`src/hdl/windowed_rms_peak_envelope_top_macros.svh`:
```
// Assertion macros for the windowed RMS / peak envelope block.
// Used by windowed_rms_peak_envelope_top; expects clk_i and rst_ni in scope.
`ifndef WINDOWED_RMS_PEAK_ENVELOPE_TOP_MACROS_SVH
`define WINDOWED_RMS_PEAK_ENVELOPE_TOP_MACROS_SVH

// Property checked on every clock edge outside reset.
`define WRPE_ASSERT_PROP(name, prop, msg) \
  name: assert property (@(posedge clk_i) disable iff (!rst_ni) prop) \
    else $error(msg);

// Condition that must never be seen outside reset.
`define WRPE_ASSERT_NEVER(name, expr, msg) \
  name: assert property (@(posedge clk_i) disable iff (!rst_ni) !(expr)) \
    else $error(msg);

`endif

```
`src/hdl/wrpe_pkg.sv`:
```
// Shared types and constants of the windowed RMS / peak envelope block.
// No dependencies; imported by wrpe_iter and windowed_rms_peak_envelope_top.
package wrpe_pkg;

  // Field widths
  localparam int SAMPLE_BITS   = 16;
  localparam int WIN_W         = 16;
  localparam int CHAN_W        = 4;
  localparam int TOTAL_W       = 40;
  localparam int LEVEL_W       = 16;
  localparam int DEN_W         = 16;

  // Configuration port
  localparam int CFG_IDX_W  = 1;
  localparam int CFG_DATA_W = 16;
  localparam logic [CFG_IDX_W-1:0] REG_WINDOW_FRAMES = 1'd0;
  localparam logic [CFG_IDX_W-1:0] REG_CHANNEL_COUNT = 1'd1;
  localparam logic [WIN_W-1:0]     WIN_RESET         = 16'd2400;
  localparam logic [CHAN_W-1:0]    CHAN_RESET        = 4'd1;

  // Item commands
  localparam logic CMD_SAMPLE = 1'b0;
  localparam logic CMD_FLUSH  = 1'b1;

  // Shared shift/subtract unit operation
  typedef enum logic {
    MODE_DIV,
    MODE_SQRT
  } iter_mode_e;

  typedef struct packed {
    logic       start;
    iter_mode_e mode;
  } iter_req_t;

  typedef struct packed {
    logic                          cmd;
    logic signed [SAMPLE_BITS-1:0] sample;
  } in_item_t;

  typedef struct packed {
    logic [LEVEL_W-1:0] rms;
    logic [LEVEL_W-1:0] peak;
    logic [TOTAL_W-1:0] centre_frame;
    logic [WIN_W-1:0]   frame_count;
  } out_item_t;

endpackage

```
`src/hdl/wrpe_iter.sv`:
```
// Shared iterative shift/compare/subtract unit: restoring divide or integer
// square root, one quotient/root bit per cycle. Depends on wrpe_pkg.
module wrpe_iter #(
  parameter int NUM_W = 54,
  parameter int REM_W = 21,
  parameter int CNT_W = 6
) (
  input  logic                   clk_i,
  input  logic                   rst_ni,
  input  wrpe_pkg::iter_req_t    req_i,
  input  logic [CNT_W-1:0]       steps_i,
  input  logic [NUM_W-1:0]       num_i,
  input  logic [wrpe_pkg::DEN_W-1:0] den_i,
  output logic                   busy_o,
  output logic                   done_o,
  output logic [NUM_W-1:0]       res_o
);
  import wrpe_pkg::*;

  logic [NUM_W-1:0] num_q;
  logic [REM_W-1:0] rem_q;
  logic [NUM_W-1:0] res_q;
  logic [DEN_W-1:0] den_q;
  iter_mode_e       mode_q;
  logic [CNT_W-1:0] cnt_q;
  logic             done_q;

  logic [REM_W-1:0] part_rem;
  logic [REM_W-1:0] trial;
  logic [REM_W-1:0] diff;
  logic             ge;

  // One step: bring down the next digit, compare with the trial value
  always_comb begin
    unique case (mode_q)
      MODE_DIV: begin
        part_rem = {rem_q[REM_W-2:0], num_q[NUM_W-1]};
        trial    = REM_W'(den_q);
      end
      MODE_SQRT: begin
        part_rem = {rem_q[REM_W-3:0], num_q[NUM_W-1 -: 2]};
        trial    = {res_q[REM_W-3:0], 2'b01};
      end
      default: begin
        part_rem = '0;
        trial    = '0;
      end
    endcase
    ge   = (part_rem >= trial);
    diff = part_rem - trial;
  end

  // Sequencing: load on start, then one step per cycle until the count runs out
  always_ff @(posedge clk_i or negedge rst_ni) begin
    if (!rst_ni) begin
      num_q  <= '0;
      rem_q  <= '0;
      res_q  <= '0;
      den_q  <= '0;
      mode_q <= MODE_DIV;
      cnt_q  <= '0;
      done_q <= 1'b0;
    end else begin
      done_q <= 1'b0;
      if (cnt_q != '0) begin
        rem_q <= ge ? diff : part_rem;
        res_q <= {res_q[NUM_W-2:0], ge};
        num_q <= (mode_q == MODE_DIV) ? (num_q << 1) : (num_q << 2);
        cnt_q <= cnt_q - 1'b1;
        if (cnt_q == CNT_W'(1)) begin
          done_q <= 1'b1;
        end
      end else if (req_i.start) begin
        num_q  <= num_i;
        rem_q  <= '0;
        res_q  <= '0;
        den_q  <= den_i;
        mode_q <= req_i.mode;
        cnt_q  <= steps_i;
      end
    end
  end

  assign busy_o = (cnt_q != '0);
  assign done_o = done_q;
  assign res_o  = res_q;

endmodule

```
`src/hdl/windowed_rms_peak_envelope_top.sv`:
```
// Top level of the windowed RMS / peak envelope block: channels, sequencer,
// window accumulators. Depends on wrpe_pkg, wrpe_iter and the macros header.
//
// Usage: input items arrive on in_valid_i/in_item_i, one channel sample or an
// end-of-stream flush each, and are taken when in_stall_o is low. Every
// channel_count samples form a frame mixed to mono; each full window of
// window_frames frames, or a flush over a non-empty window, yields one result
// item (rms, peak, centre_frame, frame_count) on out_valid_o/out_item_o.
// Configuration is written through cfg_we_i/cfg_idx_i/cfg_wdata_i; the user
// must write it only when idle, as the block itself does not enforce it.
// A sample that closes a frame runs the mono divide on the bit-serial shared
// unit; a frame that closes a window then runs the mean divide and the square
// root, as does a flush of a non-empty window. in_stall_o stays high until
// the block is idle again, so no new item is taken while one is in work.
// The result turns valid as the block goes idle.
// One output register holds a finished result; a stalled receiver only holds
// up the block when a second result is ready to be loaded.
// Reset clears all counters and the output valid, and loads window_frames =
// 2400, channel_count = 1.
`include "windowed_rms_peak_envelope_top_macros.svh"

module windowed_rms_peak_envelope_top #(
  parameter int MAX_CHANNELS = 8
) (
  input  logic                                clk_i,
  input  logic                                rst_ni,
  input  logic                                cfg_we_i,
  input  logic [wrpe_pkg::CFG_IDX_W-1:0]      cfg_idx_i,
  input  logic [wrpe_pkg::CFG_DATA_W-1:0]     cfg_wdata_i,
  input  logic                                in_valid_i,
  output logic                                in_stall_o,
  input  wrpe_pkg::in_item_t                  in_item_i,
  output logic                                out_valid_o,
  input  logic                                out_stall_i,
  output wrpe_pkg::out_item_t                 out_item_o
);
  import wrpe_pkg::*;

  localparam int IDX_W   = (MAX_CHANNELS > 1) ? $clog2(MAX_CHANNELS) : 1;
  localparam int FSUM_W  = SAMPLE_BITS + IDX_W;
  localparam int MAG_W   = FSUM_W;
  localparam int SQ_W    = 2 * MAG_W;
  localparam int SUMSQ_W = SQ_W + WIN_W;
  localparam int REM_W   = MAG_W + 2;
  localparam int CNT_W   = $clog2(SUMSQ_W + 1);
  localparam logic [CHAN_W:0] CH_MAX = (CHAN_W + 1)'(MAX_CHANNELS);

  typedef enum logic [2:0] {
    S_IDLE,
    S_MIX,
    S_SQR,
    S_ACC,
    S_EMIT,
    S_MEAN,
    S_ROOT,
    S_LOAD
  } state_e;

  // Configuration
  logic [WIN_W-1:0]  window_frames_q;
  logic [CHAN_W-1:0] channel_count_q;

  // Frame and window state
  state_e                    state_q;
  logic signed [FSUM_W-1:0]  fsum_q;
  logic [IDX_W-1:0]          idx_q;
  logic [MAG_W-1:0]          mag_q;
  logic [SQ_W-1:0]           sq_q;
  logic [SUMSQ_W-1:0]        sumsq_q;
  logic [MAG_W-1:0]          peak_q;
  logic [WIN_W-1:0]          wcnt_q;
  logic [TOTAL_W-1:0]        total_q;
  logic                      flush_q;
  logic [LEVEL_W-1:0]        pend_peak_q;
  logic [TOTAL_W-1:0]        pend_centre_q;
  logic [WIN_W-1:0]          pend_count_q;
  logic                      out_valid_q;
  out_item_t                 out_q;

  // Shared unit
  iter_req_t           eng_req;
  logic [CNT_W-1:0]    eng_steps;
  logic [SUMSQ_W-1:0]  eng_num;
  logic [DEN_W-1:0]    eng_den;
  logic                eng_busy;
  logic                eng_done;
  logic [SUMSQ_W-1:0]  eng_res;

  // Mixing
  logic [CHAN_W:0]          chans_eff;
  logic [CHAN_W:0]          idx_next;
  logic                     frame_done;
  logic signed [FSUM_W-1:0] sample_ext;
  logic signed [FSUM_W-1:0] fsum_add;
  logic [MAG_W-1:0]         mag_in;

  // Configuration writes
  always_ff @(posedge clk_i or negedge rst_ni) begin
    if (!rst_ni) begin
      window_frames_q <= WIN_RESET;
      channel_count_q <= CHAN_RESET;
    end else if (cfg_we_i) begin
      unique case (cfg_idx_i)
        REG_WINDOW_FRAMES: window_frames_q <= cfg_wdata_i[WIN_W-1:0];
        REG_CHANNEL_COUNT: channel_count_q <= cfg_wdata_i[CHAN_W-1:0];
        default:           ;
      endcase
    end
  end

  // Effective channel count, running frame sum and its magnitude
  always_comb begin
    priority if (channel_count_q == '0) begin
      chans_eff = (CHAN_W + 1)'(1);
    end else if ({1'b0, channel_count_q} > CH_MAX) begin
      chans_eff = CH_MAX;
    end else begin
      chans_eff = {1'b0, channel_count_q};
    end
    idx_next   = (CHAN_W + 1)'(idx_q) + (CHAN_W + 1)'(1);
    frame_done = !(idx_next < chans_eff);
    sample_ext = {{(FSUM_W - SAMPLE_BITS){in_item_i.sample[SAMPLE_BITS-1]}},
                  in_item_i.sample};
    fsum_add   = fsum_q + sample_ext;
    mag_in     = fsum_add[FSUM_W-1] ? (~fsum_add + 1'b1) : fsum_add;
  end

  // Requests to the shared unit
  always_comb begin
    eng_req   = '{start: 1'b0, mode: MODE_DIV};
    eng_steps = '0;
    eng_num   = '0;
    eng_den   = '0;
    unique case (state_q)
      S_IDLE: begin
        if (in_valid_i && (in_item_i.cmd == CMD_SAMPLE) && frame_done) begin
          eng_req   = '{start: 1'b1, mode: MODE_DIV};
          eng_steps = CNT_W'(MAG_W);
          eng_num   = {mag_in, {(SUMSQ_W - MAG_W){1'b0}}};
          eng_den   = DEN_W'(chans_eff);
        end
      end
      S_EMIT: begin
        eng_req   = '{start: 1'b1, mode: MODE_DIV};
        eng_steps = CNT_W'(SUMSQ_W);
        eng_num   = sumsq_q;
        eng_den   = wcnt_q;
      end
      S_MEAN: begin
        if (eng_done) begin
          eng_req   = '{start: 1'b1, mode: MODE_SQRT};
          eng_steps = CNT_W'(MAG_W);
          eng_num   = {eng_res[SQ_W-1:0], {WIN_W{1'b0}}};
        end
      end
      default: ;
    endcase
  end

  wrpe_iter #(
    .NUM_W(SUMSQ_W),
    .REM_W(REM_W),
    .CNT_W(CNT_W)
  ) u_iter (
    .clk_i  (clk_i),
    .rst_ni (rst_ni),
    .req_i  (eng_req),
    .steps_i(eng_steps),
    .num_i  (eng_num),
    .den_i  (eng_den),
    .busy_o (eng_busy),
    .done_o (eng_done),
    .res_o  (eng_res)
  );

  // Sequencer, accumulators and output register
  always_ff @(posedge clk_i or negedge rst_ni) begin
    if (!rst_ni) begin
      state_q       <= S_IDLE;
      fsum_q        <= '0;
      idx_q         <= '0;
      mag_q         <= '0;
      sq_q          <= '0;
      sumsq_q       <= '0;
      peak_q        <= '0;
      wcnt_q        <= '0;
      total_q       <= '0;
      flush_q       <= 1'b0;
      pend_peak_q   <= '0;
      pend_centre_q <= '0;
      pend_count_q  <= '0;
      out_valid_q   <= 1'b0;
      out_q         <= '0;
    end else begin
      // the load state refills the register itself
      if (out_valid_q && !out_stall_i && (state_q != S_LOAD)) begin
        out_valid_q <= 1'b0;
      end
      unique case (state_q)
        S_IDLE: begin
          if (in_valid_i) begin
            if (in_item_i.cmd == CMD_FLUSH) begin
              fsum_q <= '0;
              idx_q  <= '0;
              if (wcnt_q != '0) begin
                flush_q <= 1'b1;
                state_q <= S_EMIT;
              end else begin
                sumsq_q <= '0;
                peak_q  <= '0;
                total_q <= '0;
              end
            end else if (frame_done) begin
              fsum_q  <= '0;
              idx_q   <= '0;
              state_q <= S_MIX;
            end else begin
              fsum_q <= fsum_add;
              idx_q  <= idx_q + 1'b1;
            end
          end
        end
        S_MIX: begin
          if (eng_done) begin
            mag_q   <= eng_res[MAG_W-1:0];
            state_q <= S_SQR;
          end
        end
        S_SQR: begin
          sq_q <= mag_q * mag_q;
          if (mag_q > peak_q) begin
            peak_q <= mag_q;
          end
          wcnt_q  <= wcnt_q + 1'b1;
          total_q <= total_q + 1'b1;
          state_q <= S_ACC;
        end
        S_ACC: begin
          sumsq_q <= sumsq_q + SUMSQ_W'(sq_q);
          // a window length of zero acts as one: wcnt is at least one here
          if (wcnt_q >= window_frames_q) begin
            flush_q <= 1'b0;
            state_q <= S_EMIT;
          end else begin
            state_q <= S_IDLE;
          end
        end
        S_EMIT: begin
          // capture result fields, then clear the window for the next one
          pend_peak_q   <= peak_q[LEVEL_W-1:0];
          pend_centre_q <= total_q - TOTAL_W'(wcnt_q[WIN_W-1:1]);
          pend_count_q  <= wcnt_q;
          sumsq_q       <= '0;
          peak_q        <= '0;
          wcnt_q        <= '0;
          if (flush_q) begin
            total_q <= '0;
          end
          state_q <= S_MEAN;
        end
        S_MEAN: begin
          if (eng_done) begin
            state_q <= S_ROOT;
          end
        end
        S_ROOT: begin
          if (eng_done) begin
            state_q <= S_LOAD;
          end
        end
        S_LOAD: begin
          if (!out_valid_q || !out_stall_i) begin
            out_valid_q        <= 1'b1;
            out_q.rms          <= eng_res[LEVEL_W-1:0];
            out_q.peak         <= pend_peak_q;
            out_q.centre_frame <= pend_centre_q;
            out_q.frame_count  <= pend_count_q;
            state_q            <= S_IDLE;
          end
        end
        default: state_q <= S_IDLE;
      endcase
    end
  end

  assign in_stall_o  = (state_q != S_IDLE);
  assign out_valid_o = out_valid_q;
  assign out_item_o  = out_q;

  // Checks
  `WRPE_ASSERT_PROP(a_idle_unit_free, (state_q == S_IDLE) |-> !eng_busy, "unit busy in idle")
  `WRPE_ASSERT_PROP(a_done_awaited, eng_done |-> (state_q == S_MIX || state_q == S_MEAN || state_q == S_ROOT), "unexpected unit done")
  `WRPE_ASSERT_PROP(a_out_from_load, $rose(out_valid_q) |-> $past(state_q == S_LOAD), "result not from load")
  `WRPE_ASSERT_NEVER(a_no_empty_window, out_valid_q && (out_q.frame_count == '0), "empty window emitted")

endmodule

```
`config.mk`:
```
export PLATFORM = sky130hd
export DESIGN_NAME = windowed_rms_peak_envelope_top
export DESIGN_NICKNAME = d
export VERILOG_FILES = /design/src/hdl/wrpe_pkg.sv /design/src/hdl/wrpe_iter.sv /design/src/hdl/windowed_rms_peak_envelope_top.sv
export VERILOG_INCLUDE_DIRS = /design/src /design/src/hdl
export SDC_FILE = /design/constraint.sdc
export NUM_CORES = 2
export LEC_CHECK = 0
export BUFFER_PORTS_ARGS = -buffer_cell sky130_fd_sc_hd__buf_4
export CAP_MARGIN = 20
export CORE_MARGIN = 8
export CORE_UTILIZATION = 60
export DETAILED_ROUTE_END_ITERATION = 6
export PLACE_DENSITY = 0.74
export SYNTH_ARGS = -nofsm -noshare
export SYNTH_HDL_FRONTEND = slang
export SYNTH_SLANG_ARGS = --single-unit
```
`constraint.sdc`:
```
create_clock -name clk_i -period 17.95 [get_ports clk_i]
set_clock_uncertainty 0.2 [all_clocks]
set_input_delay 3.59 -clock clk_i [delete_from_list [all_inputs] [get_ports clk_i]]
set_output_delay 3.59 -clock clk_i [all_outputs]
set_load 0.05 [all_outputs]
```
==> metrics.cfg <==
[cts]
cts_tree=yes
numCtsBuffers=58
postCtsSetupRepairBufs=0
cts_max_level=2
cts.sinks=528
cts-root-buf=clkbuf_16
clk_pin_slew_worst_paths_ns=0.06
clock_tree.buffer_depth=3
cts_hold_buf=0
post_cts_resize_count=0
insertion_delay_ns=0.63

[floorplan]
die-height_um=269
coreArea_mm2=0.0632
start_util_pct=60.8
num_rows=92
ioPinCount=129
die-area_mm2=0.0724
fp.dieW_um=269

[finish]
diodes=0
fin_nets=4586
drive_above_1_share_pct=10.5
fill_cells=5013
area_growth_pct=9.33
finish.instance_area_mm2=0.0420

[drt]
drt-total-wl_um=94200
drtIter0Drc=1983
final_antenna_net_count=0
viasPerCell=5.88
wl_per_cell_um=19.1
drc_errors=0
drt_pass1_iterations=7
via_count=29000

[worst_setup_path]
cp_num_buf_inv=5
critPathSlowestCell=dfrtp_1
r2r_cells=23
crit_path_max_fanout=22
slowest_delay_ns=1.08
crit_family=adder cells
crit_arrival_ns=7.84
reg2reg_slack_ns=10.39
path_cells=nand2_1 > fa_1 > inv_1 > fa_1 > inv_1 > fa_1 > inv_1 > fa_1 > ha_1 > inv_1 > fa_1 > inv_1 > ha_1 > a21oi_1 > o21ai_0 > o311a_1 > o31a_1 > o21ai_0 > o21ai_0 > a21o_1 > o31a_1 > xnor2_1 > o21ai_0
path_class=reg -> reg
startpoint_type=register
r2r_start=mag_q[8]$_DFFE_PN0P_
crit_required_ns=18.22
r2r_end=sq_q[34]$_DFFE_PN0P_
end_kind=register

[global_routing]
grt_overflow=0
grt_pass1_wl_um=155000
grt_max_degree=163
first_global_vias=29100
antenna_found_initial=1
grt.total_usage_pct=25.6

[timing]
tns_ns=0
finalSetupViolCount=0
holdWs_ns=0.274
final.setup.worst_slack_ns=10.39
clock.fmax_mhz=132
period_share_pct=42.1
worstMarginPinSlew_ns=1.11
finalMaxSlewViolations=0
min_period_ns=7.56
rsz0062_at_grt=no
maxSlewHeadroom_pct=26.0
final_hold_viol_count=0

[placed_design]
place.gp.congestion=0.905
portBuffers=128
placed_area_mm2=0.0400
dp_hpwl_um=67700
dpl_worst_slack_ns=10.52

[synthesis]
synth-main-ff-cell=dfrtp_1
synthCells=4002
synth_nets=4556
netlist_area_mm2=0.0384
synth_seq_area_share_pct=34.4
synth.ff_latch_count=528
ys_types=82
synth_edf_count=0
avgSynthCellArea_um2=9.61
synthArstFlopShare_pct=100
ys.warnings.count=0

[job]
max_cap_viol_count=0

[run_status]
status=finished clean

[worst_hold_path]
min_from=pend_centre_q[23]$_DFFE_PN0P_
hold_class=reg -> reg
whs_endpoint=pend_centre_q[23]$_DFFE_PN0P_
hold_path_depth=2

[power_and_ir_drop]
peakVddDrop_v=0.000105
power.density_mw_per_mm2=161
leakage_nw=21.5

## power breakdown
group          leakage (nW)  internal (mW)  switching [mW]  total (mW)
combinational          13.5           1.51            2.11        3.62
clock                 0.944          0.700           0.507        1.21
sequential             7.06           1.50           0.421        1.92
## cells in the mapped netlist (6+ instances only)
cell type / instances / area share, %
dfrtp_1: 523 / 34
inv_1: 462 / 4.5
nand2_1: 438 / 4.3
o21ai_0: 290 / 3.8
ha_1: 261 / 8.5
fa_1: 254 / 13
a21oi_1: 195 / 2.5
clkbuf_1: 170 / 1.7
nor2_1: 160 / 1.6
mux2_2: 129 / 3.8
xnor2_1: 119 / 2.7
nand3_1: 104 / 1.4
mux2i_1: 96 / 2.5
xor2_1: 83 / 1.9
a21o_1: 79 / 1.5
and2_1: 73 / 1.2
a22o_1: 72 / 1.6
nor3_1: 54 / 0.70
a221oi_1: 39 / 0.89
nand4_1: 30 / 0.49
o211ai_1: 28 / 0.55
and3_1: 25 / 0.41
nand2b_1: 24 / 0.39
nor4_1: 23 / 0.37
nor2b_1: 21 / 0.34
o21bai_1: 21 / 0.41
or3_1: 20 / 0.33
a211oi_1: 17 / 0.33
buf_1: 17 / 0.17
o21a_1: 17 / 0.33
a31oi_1: 14 / 0.23
or2_2: 13 / 0.21
o31ai_1: 10 / 0.20
a2111oi_0: 9 / 0.21
or4_1: 8 / 0.16
a22oi_1: 7 / 0.14
nor3b_1: 7 / 0.14
nor4b_1: 7 / 0.16
o31a_1: 6 / 0.14
## tightest hold or removal path, stage by stage (launching register included)
cell and delay, ns:
dfrtp_1 0.34, nand2_1 0.05, nand2_1 0.05
## through the flow
stage                     cells  power [mW]  util, %
after floorplan            4002        4.54        -
after global placement     4815        5.42     63.4
after detailed placement   4815        5.51     63.4
after CTS                  4924        6.76     66.4
after global routing       4927        7.31     66.5
final                      4927        6.75     66.5
## layout make-up
class                      count  area [um^2]  area share (%)
clock buffer                  86         1660            3.94
clock inverter                23          270           0.643
inverter                     464         1740            4.14
multi-input combinational   2820        22800            54.3
sequential                   528        13200            31.5
tap                          846         1060            2.52
timing repair buffer         160         1250            2.98
## cell families after synthesis
logic type	share of synthesized area [%]
buffers and inverters	6.43
adders and majority gates	21.7
xor gates and xnor gates	4.60
DFF	34.4
AOI/OAI and AO/OA	14.1
muxes	6.28
and+or+nand+nor	12.5
## how the worst max path moves through the flow
stage | startpoint | endpoint | depth (start not counted)
finish | mag_q[8]$_DFFE_PN0P_ | sq_q[34]$_DFFE_PN0P_ | 23
global route | mag_q[8]$_DFFE_PN0P_ | sq_q[34]$_DFFE_PN0P_ | 23
CTS | mag_q[8]$_DFFE_PN0P_ | sq_q[34]$_DFFE_PN0P_ | 23
detailed placement | mag_q[8]$_DFFE_PN0P_ | sq_q[34]$_DFFE_PN0P_ | 23
global placement | mag_q[8]$_DFFE_PN0P_ | sq_q[34]$_DFFE_PN0P_ | 23
floorplan | mag_q[4]$_DFFE_PN0P_ | sq_q[37]$_DFFE_PN0P_ | 24
## registers in the layout, summed over array words and instances, names as in the netlist, 20 cells and up
| register | count |
|---|---|
| out_item_o | 88 |
| total_q | 40 |
| u_iter.res_o | 38 |
| u_iter.rem_q | 20 |
| u_iter.num_q | 54 |
| pend_centre_q | 40 |
| sq_q | 37 |
| sumsq_q | 54 |
## per-layer routing
metal / GRT usage (%) / share of wire, %
met5: 0 / 0
met4: 6.31 / 2.3
met3: 4.69 / 6.5
met2: 41.4 / 46
met1: 35.7 / 45
## layout by cell type, fill, tap and decap left out, types with 83 or more instances in the layout
master	n
mux2_2	129
buf_4	155
fa_1	254
nor2_1	158
nand3_1	103
inv_1	462
dfrtp_1	522
ha_1	261
xnor2_1	119
mux2i_1	96
a21oi_1	194
nand2_1	435
o21ai_0	290
xor2_1	83
Power figures use the tool's default switching activity.
